--- src/sv/fkw_pkg.sv ---
package fkw_pkg;

  localparam int TOK_W = 16;
  localparam int PCT_W = 7;
  localparam int WIU_W = 6;
  localparam int ENTRY_W = 5;
  localparam int BYTE_W = 8;
  localparam int ACT_W = 2;
  localparam int CFG_IDX_W = 1;
  localparam int CMP_W = 23;

  localparam logic [ACT_W-1:0] ACT_CLEAR  = 2'd0;
  localparam logic [ACT_W-1:0] ACT_APPEND = 2'd1;
  localparam logic [ACT_W-1:0] ACT_TEXT   = 2'd2;
  localparam logic [ACT_W-1:0] ACT_END    = 2'd3;

  localparam logic [CFG_IDX_W-1:0] REG_PERCENT = 1'd0;
  localparam logic [CFG_IDX_W-1:0] REG_IN_USE  = 1'd1;

  localparam logic [PCT_W-1:0] PERCENT_RESET = 7'd80;
  localparam logic [CMP_W-1:0] PERCENT_SCALE = 23'd100;
  localparam logic [BYTE_W-1:0] SPACE_BYTE = 8'h20;
  localparam logic [TOK_W-1:0] TOKEN_LEN_MAX = 16'hFFFF;

  // control and shared data broadcast from the sequencer to every cell
  typedef struct packed {
    logic                clear_entry;
    logic                append;
    logic                compare;
    logic                clear_hits;
    logic                chain_clear;
    logic                chain_shift;
    logic [ENTRY_W-1:0]  entry;
    logic [BYTE_W-1:0]   data_byte;
    logic [TOK_W-1:0]    tok_len;
    logic [PCT_W-1:0]    pct;
  } cell_ctl_t;

  function automatic logic [BYTE_W-1:0] fold_case(input logic [BYTE_W-1:0] b);
    logic [BYTE_W-1:0] r;
    r = b;
    if (b >= 8'h41 && b <= 8'h5A) begin
      r = b + 8'h20;
    end
    return r;
  endfunction

endpackage

--- src/sv/fkw_cell.sv ---
module fkw_cell #(
  parameter int IDX = 0,
  parameter int MAX_WORD = 16
) (
  input  logic                 clk,
  input  logic                 rst,
  input  fkw_pkg::cell_ctl_t   ctl,
  input  logic                 in_use,
  input  logic                 chain_in,
  output logic                 chain_out
);

  localparam int AW = (MAX_WORD > 1) ? $clog2(MAX_WORD) : 1;
  localparam int LW = $clog2(MAX_WORD + 1);
  localparam int TW = fkw_pkg::TOK_W;
  localparam int CW = fkw_pkg::CMP_W;

  logic [fkw_pkg::BYTE_W-1:0] store [MAX_WORD];
  logic [fkw_pkg::BYTE_W-1:0] rd_data;
  logic [LW-1:0] len;
  logic [LW-1:0] hits;
  logic          selected;
  logic          tok_lt;
  logic [TW-1:0] len_ext;
  logic [TW-1:0] longer;
  logic [CW-1:0] have;
  logic [CW-1:0] need;
  logic          match;

  assign selected = (32'(ctl.entry) == IDX);
  assign len_ext  = TW'(len);
  assign tok_lt   = ctl.tok_len < len_ext;
  assign longer   = (ctl.tok_len > len_ext) ? ctl.tok_len : len_ext;
  assign have     = CW'(hits) * fkw_pkg::PERCENT_SCALE;
  assign need     = CW'(ctl.pct) * CW'(longer);

  always_comb begin
    match = 1'b0;
    if (in_use && longer != '0) begin
      if (len_ext == ctl.tok_len && hits == len) begin
        match = 1'b1;
      end else if (have >= need) begin
        match = 1'b1;
      end
    end
  end

  // word bytes, read at the current token position
  always_ff @(posedge clk) begin
    if (ctl.append && selected && len < LW'(MAX_WORD)) begin
      store[len[AW-1:0]] <= ctl.data_byte;
    end
    rd_data <= store[ctl.tok_len[AW-1:0]];
  end

  always_ff @(posedge clk) begin
    if (rst) begin
      len       <= '0;
      hits      <= '0;
      chain_out <= 1'b0;
    end else begin
      if (ctl.clear_entry && selected) begin
        len <= '0;
      end else if (ctl.append && selected && len < LW'(MAX_WORD)) begin
        len <= len + 1'b1;
      end
      if (ctl.clear_hits) begin
        hits <= '0;
      end else if (ctl.compare && tok_lt &&
                   fkw_pkg::fold_case(rd_data) == fkw_pkg::fold_case(ctl.data_byte)) begin
        hits <= hits + 1'b1;
      end
      if (ctl.chain_clear) begin
        chain_out <= 1'b0;
      end else if (ctl.chain_shift) begin
        chain_out <= chain_in | match;
      end
    end
  end

endmodule

--- config.mk ---
export PLATFORM = sky130hd
export DESIGN_NAME = fkw_cell
export DESIGN_NICKNAME = d
export VERILOG_FILES = /design/src/sv/fkw_pkg.sv /design/src/sv/fkw_cell.sv
export SDC_FILE = /design/constraint.sdc
export NUM_CORES = 1
export LEC_CHECK = 0
export BUFFER_PORTS_ARGS = -buffer_cell sky130_fd_sc_hd__buf_4
export CAP_MARGIN = 10
export CORE_ASPECT_RATIO = 0.9
export CORE_UTILIZATION = 52
export DETAILED_ROUTE_END_ITERATION = 8
export PLACE_DENSITY = 0.68
export RECOVER_POWER = 100
export SETUP_SLACK_MARGIN = 0.02
export SYNTH_ARGS = -nofsm -noshare
export SYNTH_HDL_FRONTEND = slang
export SYNTH_SLANG_ARGS = --single-unit
--- constraint.sdc ---
create_clock -name clk -period 10.9 [get_ports clk]
set_input_delay 1.09 -clock clk [delete_from_list [all_inputs] [get_ports clk]]
set_output_delay 1.09 -clock clk [all_outputs]
set_load 0.05 [all_outputs]
==> metrics.md, run 1 <==
| Metric | Value |
|---|---|
| Placer Congestion | around 0.86 |
| Crit start category | input port |
| Fraction of layout cells with a size suffix above 1 | 13.0% |
| # diodes | 0 |
| # resized after CTS | 0 |
| Setup total negative slack | 0 ps |
| RSZ-0062 raised after global routing | false |
| Critical path's top delay family | adder cells |
| Register bit total from synthesis | 147 |
| Setup crit end kind | flip-flop |
| Post-route ant nets | 0 |
| DRT iter0 DRCs | between 500 and 600 |
| Hold Fails Final Rpt | 0 |
| Die Height | between 100 and 150 um |
| Commonest non-fill, non-tap cell in the layout | edfxtp_1 |
| Post-route DRC | 0 |
| Clock share of power | roughly 29% |
| Hold endpoint | len[4]$_SDFFE_PP0P_ |
| P&R area growth vs syn | 10.9% |
| Tcrit/Tclk final | 76.4% |
| Gate power share | a little under 40% |
| DR pass1 iterations | 7 |
| Vias per inst | 5.82 |
| Clock Tree Buf Depth | 2 |
| P_sw | between 0.6 and 0.7 mW |
| Peak supply drop | 0.0000978 V |
| Highest clock rate | 120 MHz |
| Reg2reg path depth | 33 |
| First-pass GRT wire length | 36200 um |
| Total grt overflow | 0 |
| CTS hold repair buffers | 0 |
| Area post-placement | 10800 sq um |
| Mapped Nets | between 1000 and 1500 |
| Switching share of power | 34.2% |
| Commonest cells after routing, fill and taps aside | edfxtp_1 (128), inv_1 (79), ha_1 (78) |
| Ports | 47 |
| H-tree Lvls | 4 |
| FF-to-FF setup slack | 3060 ps |
| Largest net degree at the start of global routing | 36 |
| Row count | 48 |
| Synth async-reset ratio | 0% |
| Final Util | 59.0% |
| Status | complete, no violations |
| Num CTS Buffers | 17 |
| R2r startpoint | len[3]$_SDFFE_PP0P_ |
| Final setup fails | 0 |
| Dpl hpwl | 16600 um |
| Post-CTS Setup Inserts | 0 |
| Leakage | around 4.5 nW |
| Critical-path top delay cell | mux2i_1 |
| GRT Total Usage | between 20% and 30% |
| Power share of the sequential group | a little under a third |
| Avg Synthesized Cell Area | 12.5 sq um |
| Sequential cell area fraction in the yosys report | 41.3% |
| Drt wl/cell | 19.8 um |
| Buf/Inv on CP | 6 |
| Cells after Synth | 815 |
| WHS Path Cells | 2 |
| CTS Root Cell | clkbuf_16 |
| Fin nets | 1055 |
| Yosys cell types | 57 |
| Hold slack final | between 500 and 600 ps |
| MaxCap Viol Count | 0 |
| Final setup skew | about 11 ps |
| Core box area | 19200 sq um |
| Hold Crit Start | len[4]$_SDFFE_PP0P_ |
| Clock transition at path regs | ~60 ps |
| Internal power | between 1 and 1.5 mW |
| WS Path Type | in -> reg |
| Tightest Pin Transition | 1280 ps |
| Worst-path fanout max | 34 |
| Starting Density | 53.2% |
| Fin crit period | 8330 ps |
| Initial antenna violation count | 0 |
| Slowest Stage Delay on Critical Path | 600 ps |
| PD cells | 171 nW/um^2 |
| Filler instances | 1521 |
| Via count | 6542 |
| Reg2reg end | chain_out$_SDFFE_PP0P_ |
| Fin area | 11300 sq um |
| Dpl cells | 1091 |
| Top_reg_cell synth | edfxtp_1 |
| Yosys synthesis warning count | 0 |
| Worst Hold Class | reg -> reg |
| Syn Std Cell Area | slightly above 10000 sq um |
| Die Span X | roughly 150 um |
| Slew Limit Headroom | 12.5% |
| Clk Latency, worst-skew pair | 420 ps |
| CP arrival | 8650 ps |
| Vias in the first global route | 6714 |
| I/O Buffers | 46 |
| Die area | 20200 sq um |
| Number of flops mapped to enable cells by yosys | 128 |
| Clk sinks | 147 |
| Req. time, crit path | 11210 ps |
| Drt total wl | around 22000 um |
| Max-slew violation count | 0 |
| Fin cells | between 1000 and 1500 |
| TritonCTS clock tree | done |
[layer usage]
layer  vias up  share of wire [%]  global-route usage, %
li1       3000                  -                      -
met1      3294                 45                   35.1
met2       225                 47                   36.9
met3        23                6.9                   5.74
met4         0                1.1                   4.38
met5         -                  0                      0
[sequential cells by signal (all words and copies together) (netlist names)]
name,count
hits,5
store,128
chain_out,1
rd_data,8
len,5
[worst max path at each step]
stage | from | to | slack, ps | cells after the start
final | ctl[7] | chain_out$_SDFFE_PP0P_ | 2570 | 34
after global routing | ctl[7] | chain_out$_SDFFE_PP0P_ | 1840 | 34
after CTS | ctl[7] | chain_out$_SDFFE_PP0P_ | 2610 | 30
after detailed placement | ctl[7] | chain_out$_SDFFE_PP0P_ | 2180 | 30
after global placement | ctl[7] | chain_out$_SDFFE_PP0P_ | 2450 | 29
after floorplan | ctl[7] | chain_out$_SDFFE_PP0P_ | 3430 | 30
[cell type report]
type	instances	area [sq um]	area share, %
clock buffers	17	425	3.75
inverters	79	297	2.62
flip-flops and latches	147	4220	37.3
well taps	250	313	2.76
multi-input cells	566	5590	49.3
repair buffers	50	327	2.88
clock inverters	15	155	1.37
[metrics by stage]
| stage | setup WS, ps | power (mW) |
|---|---|---|
| 2_1_floorplan | 3430 | 1.20 |
| 3_3_place_gp | 2450 | 1.36 |
| 3_5_place_dp | 2180 | 1.38 |
| 4_1_cts | 2610 | 1.95 |
| 5_1_grt | 1840 | 2.07 |
| 6_report | 2570 | 1.93 |
[power groups by stage]
stage / combinational [mW] / clock, mW / sequential (mW)
floorplan: 0.575 / 0 / 0.629
global placement: 0.728 / 0 / 0.629
detailed placement: 0.747 / 0 / 0.630
CTS: 0.753 / 0.576 / 0.618
global route: 0.854 / 0.601 / 0.618
finish: 0.748 / 0.569 / 0.618
[kinds of logic after synthesis]
group	after synthesis	share of synthesized area [%]
xor gates and xnor gates	38	3.39
muxes	50	9.81
adders and majority gates	148	23.3
and+or+nand+nor	246	12.6
AOI/OAI and AO/OA	84	5.71
buffers and inverters	102	3.88
DFF	147	41.3
[synth_stat cells, types with 9 or more instances]
master | count | area [sq um]
nand2b_1 | 10 | 62.6
mux4_2 | 40 | 901
clkbuf_1 | 17 | 63.8
xnor2_1 | 18 | 158
inv_1 | 79 | 297
nor2b_1 | 28 | 175
mux2i_1 | 9 | 90.1
ha_1 | 78 | 976
and2_1 | 55 | 344
edfxtp_1 | 128 | 3840
nor2_1 | 46 | 173
nand2_1 | 52 | 195
nand3_1 | 9 | 45.0
fa_1 | 70 | 1400
a21oi_1 | 22 | 110
o21ai_0 | 17 | 85.1
nor3_1 | 17 | 85.1
dfxtp_1 | 19 | 380
xor2_1 | 19 | 166
[worst register-to-register path, delay by kind of cell, from the launching register on]
kind | cells | cell delay [ps]
xor gates and xnor gates | 1 | 160
buffers and inverters | 5 | 400
DFF | 1 | 560
and+or+nand+nor | 9 | 1270
adders and majority gates | 7 | 3060
muxes | 1 | 600
AOI/OAI and AO/OA | 10 | 1700
(Power assumes the default switching activity.)
==> run 2, diff against run 1 <==
--- a/config.mk
+++ b/config.mk
@@ -10,7 +10,7 @@
 export CORE_ASPECT_RATIO = 0.9
 export CORE_UTILIZATION = 52
 export DETAILED_ROUTE_END_ITERATION = 8
-export PLACE_DENSITY = 0.68
+export PLACE_DENSITY = 0.71
 export RECOVER_POWER = 100
 export SETUP_SLACK_MARGIN = 0.02
 export SYNTH_ARGS = -nofsm -noshare
==> constraint.sdc (replaced) <==
create_clock -name clk -period 7.4 [get_ports clk]
set_input_delay 0.74 -clock clk [delete_from_list [all_inputs] [get_ports clk]]
set_output_delay 0.74 -clock clk [all_outputs]
set_load 0.05 [all_outputs]
==> metrics.md, run 2 (synthesis gave the netlist of run 1 again) <==
| Metric | Value |
|---|---|
| Status | finished, violations left |
| Failing checks | max-capacitance violations, max-slew violations |
| DR pass1 iterations | 5 |
| Tightest Pin Transition | approximately 2800 ps |
| Dpl hpwl | 16000 um |
| H-tree Lvls | 4 |
| Commonest non-fill, non-tap cell in the layout | edfxtp_1 |
| Dpl cells | 1108 |
| CTS hold repair buffers | 0 |
| Crit start category | input port |
| Fin cells | 1138 |
| Highest clock rate | 144 MHz |
| Final setup fails | 0 |
| Final WS setup | 467 ps |
| Placer Congestion | 0.847 |
| Starting Density | between 50% and 60% |
| RSZ-0062 raised after global routing | false |
| Die area | 20200 sq um |
| Slowest Stage Delay on Critical Path | 550 ps |
| Initial antenna violation count | 0 |
| Ports | 47 |
| I/O Buffers | between 40 and 50 |
| CTS Root Cell | clkbuf_16 |
| PD cells | 250 nW/um^2 |
| WHS Path Cells | 2 |
| WS Path Type | in -> reg |
| Num CTS Buffers | 17 |
| Reg2reg path depth | 30 |
| Total grt overflow | 0 |
| Fin nets | roughly 1100 |
| Hold slack final | 516 ps |
| Largest net degree at the start of global routing | 35 |
| Max FFs per register | 128 |
| DP Worst Slack | -25.1 ps |
| Fraction of layout cells with a size suffix above 1 | 15.0% |
| Post-route ant nets | 0 |
| First-pass GRT wire length | approximately 35000 um |
| Worst Hold Class | reg -> reg |
| Post-CTS Setup Inserts | 0 |
| Critical-path top delay cell | fa_1 |
| Worst-path fanout max | 4 |
| TritonCTS clock tree | done |
| GRT Total Usage | a little under a quarter |
| Hold Fails Final Rpt | 0 |
| Die Span X | 150 um |
| P&R area growth vs syn | 12.0% |
| Leakage | 4.58 nW |
| Peak supply drop | 0.000185 V |
| Post-route DRC | 0 |
| DRT iter0 DRCs | roughly 500 |
| Final setup skew | 8.36 ps |
| Die Height | 135 um |
| Core box area | 19200 sq um |
| Final Util | 59.6% |
| MaxCap Viol Count | 1 |
| Drt wl/cell | 19.3 um |
| Fin crit period | 6930 ps |
| Drt total wl | ~22000 um |
| Vias per inst | 5.75 |
| Via count | 6541 |
| Clock Tree Buf Depth | 2 |
| Req. time, crit path | 7710 ps |
| Vias in the first global route | approximately 6500 |
| Max-slew violation count | 34 |
| # diodes | 0 |
| Clk sinks | 147 |
| Slew Limit Headroom | -89.6% |
| Clk Latency, worst-skew pair | slightly above 400 ps |
| Filler instances | 1550 |
| Commonest cells after routing, fill and taps aside | edfxtp_1 (128), inv_1 (79), ha_1 (78) |
| Setup crit end kind | flip-flop |
| # resized after CTS | 0 |
| Clock transition at path regs | 60 ps |
| CP arrival | 7250 ps |
| Row count | 48 |
| Pwr Total | 2.86 mW |
| Tcrit/Tclk final | 93.7% |
run 2: layout make-up:
| cell class | count | area (sq um) | share of cell area [%] |
|---|---|---|---|
| multi-input cells | 566 | 5600 | 48.9 |
| flip-flops and latches | 147 | 4230 | 36.9 |
| repair buffers | 66 | 443 | 3.87 |
| clock buffers | 18 | 429 | 3.75 |
| well taps | 250 | 313 | 2.73 |
| inverters | 79 | 297 | 2.59 |
| clock inverters | 12 | 136 | 1.19 |
run 2: power by group:
part           switching [mW]  internal, mW  leakage (nW)
logic                   0.654         0.482          3.02
registers             0.00498         0.906          1.31
clock network           0.325         0.493         0.256
run 2: through the flow:
stage	TNS (ps)	cell area (sq um)
final	0	11400
after global routing	0	11400
after CTS	0	11500
after detailed placement	-25.1	10900
after global placement	0	10900
after floorplan	0	10200
run 2: metal layers:
| layer | up-vias | part of all wire (%) | track usage (%) | wire [um] |
|---|---|---|---|---|
| li1 | 3026 | - | - | - |
| met5 | - | 0 | 0 | 0 |
| met3 | 16 | 5.8 | 4.22 | 1280 |
| met4 | 0 | 1.0 | 5.05 | 225 |
| met2 | 208 | 45 | 35.3 | 9980 |
| met1 | 3291 | 48 | 36.0 | 10500 |
run 2: path summary, 6_finish.rpt:
check,from,end,slack (ps)
worst max-delay path,ctl[10],chain_out$_SDFFE_PP0P_,470
worst min register to register,len[4]$_SDFFE_PP0P_,len[4]$_SDFFE_PP0P_,520
worst min-delay path,len[4]$_SDFFE_PP0P_,len[4]$_SDFFE_PP0P_,520
worst max register to register,len[4]$_SDFFE_PP0P_,chain_out$_SDFFE_PP0P_,490
run 2: critical path, delay by kind of cell:
family,cells,cell delay [ps]
fa+ha+maj,7,3020
simple gates,6,860
mux,1,240
xor+xnor,1,150
compound gates,9,1740
buf+inv,6,500
==> run 3, diff against run 2 <==
--- a/config.mk
+++ b/config.mk
@@ -11,7 +11,6 @@
 export CORE_UTILIZATION = 52
 export DETAILED_ROUTE_END_ITERATION = 8
 export PLACE_DENSITY = 0.71
-export RECOVER_POWER = 100
 export SETUP_SLACK_MARGIN = 0.02
 export SYNTH_ARGS = -nofsm -noshare
 export SYNTH_HDL_FRONTEND = slang
==> metrics.md, run 3 (synthesis gave the netlist of run 1 again) <==
| Metric | Value |
|---|---|
| # resized after CTS | 0 |
| P&R area growth vs syn | 12.5% |
| Gate power share | 39.7% |
| Peak supply drop | between 0.00015 and 0.0002 V |
| WP depth | 30 |
| GRT Total Usage | between 20% and 30% |
| Dpl cells | 1108 |
| Filler instances | around 1500 |
| Req. time, crit path | 7720 ps |
| Met3 usage | 4.22% |
| Critical path's top delay family | adder cells |
| Post-CTS Setup Inserts | 0 |
| Reg2reg path depth | 30 |
| Post-route DRC | 0 |
| Buf/Inv on CP | 6 |
| DR pass1 iterations | 5 |
| Power share of the sequential group | a little under a third |
| Initial antenna violation count | 0 |
| Drt wl/cell | 19.3 um |
| Via count | 6502 |
| H-tree Lvls | 4 |
| Busiest grt layer | met1 |
| Met1 Resource Use GR | 36.0% |
| I/O Buffers | 46 |
| PD cells | 249 nW/um^2 |
| Internal power | 1.88 mW |
| Clk sinks | 147 |
| Pwr Total | 2.87 mW |
| Final setup skew | 7.65 ps |
| P_sw | approximately 0.99 mW |
| Vias in the first global route | 6513 |
| Max-slew violation count | 0 |
| Status | complete, no violations |
| Num CTS Buffers | 17 |
| Area post-placement | around 11000 sq um |
| First-pass GRT wire length | 35300 um |
| WS Path Type | in -> reg |
| M2 GR Usage | 35.3% |
| Fraction of layout cells with a size suffix above 1 | 16.6% |
| Clock Tree Buf Depth | 2 |
| DRT iter0 DRCs | 474 |
| Clk Latency, worst-skew pair | 420 ps |
| Max FFs per register | 128 |
| Hold Fails Final Rpt | 0 |
| Placer Congestion | 0.847 |
| Ports | 47 |
| Dpl hpwl | 16000 um |
| Commonest non-fill, non-tap cell in the layout | edfxtp_1 |
| Post-route ant nets | 0 |
| Fin cells | ~1100 |
| Final setup fails | 0 |
| Die area | roughly 20000 sq um |
| Switching share of power | 34.4% |
| Die Span X | 150 um |
| Fin area | 11500 sq um |
| Setup crit end kind | flip-flop |
| Tcrit/Tclk final | a little over nine tenths |
| CTS hold repair buffers | 0 |
| Critical-path top delay cell | fa_1 |
| Row count | 48 |
| Fin crit period | 6940 ps |
| Clock transition at path regs | 60 ps |
| Total grt overflow | 0 |
| Die Height | roughly 130 um |
| Crit start category | input port |
| Slowest Stage Delay on Critical Path | 550 ps |
| Worst-path fanout max | 4 |
| Core box area | 19200 sq um |
| Tightest Pin Transition | 980 ps |
| # diodes | 0 |
| RSZ-0062 raised after global routing | false |
| Highest clock rate | ~140 MHz |
| Leakage | 4.64 nW |
| CTS Root Cell | clkbuf_16 |
| CP arrival | 7250 ps |
| TritonCTS clock tree | done |
| MaxCap Viol Count | 0 |
| Fin nets | roughly 1100 |
| Largest net degree at the start of global routing | 35 |
| Vias per inst | 5.71 |
| Worst Hold Class | reg -> reg |
| WHS Path Cells | 2 |
| Slew Limit Headroom | roughly a third |
| Starting Density | between 50% and 60% |
| Commonest cells after routing, fill and taps aside | edfxtp_1 (128), inv_1 (79), ha_1 (78) |
| Clock share of power | 28.6% |
| Drt total wl | 22000 um |
==> run 3: changes by cell type in the layout (fill, tap and decap cells not counted), sizes merged <==
cell	change
buf	+16
clkbuf	-16
==> run 3: routing by layer <==
| layer | share of wire [%] | vias up |
|---|---|---|
| met2 | 45 | 189 |
| met1 | 48 | 3274 |
| met4 | 0.96 | 0 |
| met3 | 5.6 | 12 |
| met5 | 0 | - |
| li1 | - | 3027 |
==> run 3: final timing paths <==
| check | start | endpoint | slack [ps] |
|---|---|---|---|
| setup / recovery | ctl[10] | chain_out$_SDFFE_PP0P_ | 460 |
| hold / removal | len[4]$_SDFFE_PP0P_ | len[4]$_SDFFE_PP0P_ | 520 |
| setup reg to reg | len[4]$_SDFFE_PP0P_ | chain_out$_SDFFE_PP0P_ | 470 |
| hold reg to reg | len[4]$_SDFFE_PP0P_ | len[4]$_SDFFE_PP0P_ | 520 |
==> run 3: layout make-up <==
type / instances / area, sq um / area share, %
clock buffer: 18 / 429 / 3.73
clock inverter: 12 / 136 / 1.19
timing repair buffer: 66 / 495 / 4.31
tap: 250 / 313 / 2.72
multi-input combinational: 566 / 5600 / 48.7
sequential: 147 / 4230 / 36.8
inverter: 79 / 297 / 2.58
==> run 3: power by group through the flow <==
stage          clock (mW)  sequential, mW  combinational (mW)
4_1_cts             0.824           0.910                1.13
5_1_grt             0.864           0.910                1.30
2_1_floorplan           0           0.927               0.847
3_5_place_dp            0           0.927                1.12
3_3_place_gp            0           0.927                1.12
6_report            0.819           0.910                1.14
==> run 3: metrics by stage <==
stage | setup TNS [ps] | hold WS, ps | setup WS [ps] | utilization (%)
2_1_floorplan | 0 | 498 | 279 | -
3_3_place_gp | 0 | 518 | 228 | 56.9
3_5_place_dp | -25.1 | 526 | -25.1 | 56.9
4_1_cts | 0 | 534 | 340 | 59.8
5_1_grt | 0 | 563 | 30.0 | 59.8
6_report | 0 | 522 | 461 | 59.8
==> run 3: worst min-delay path, stage by stage (launching register included) <==
cell	delay (ps)
dfxtp_2	340
nor2_1	100
nor2_1	50
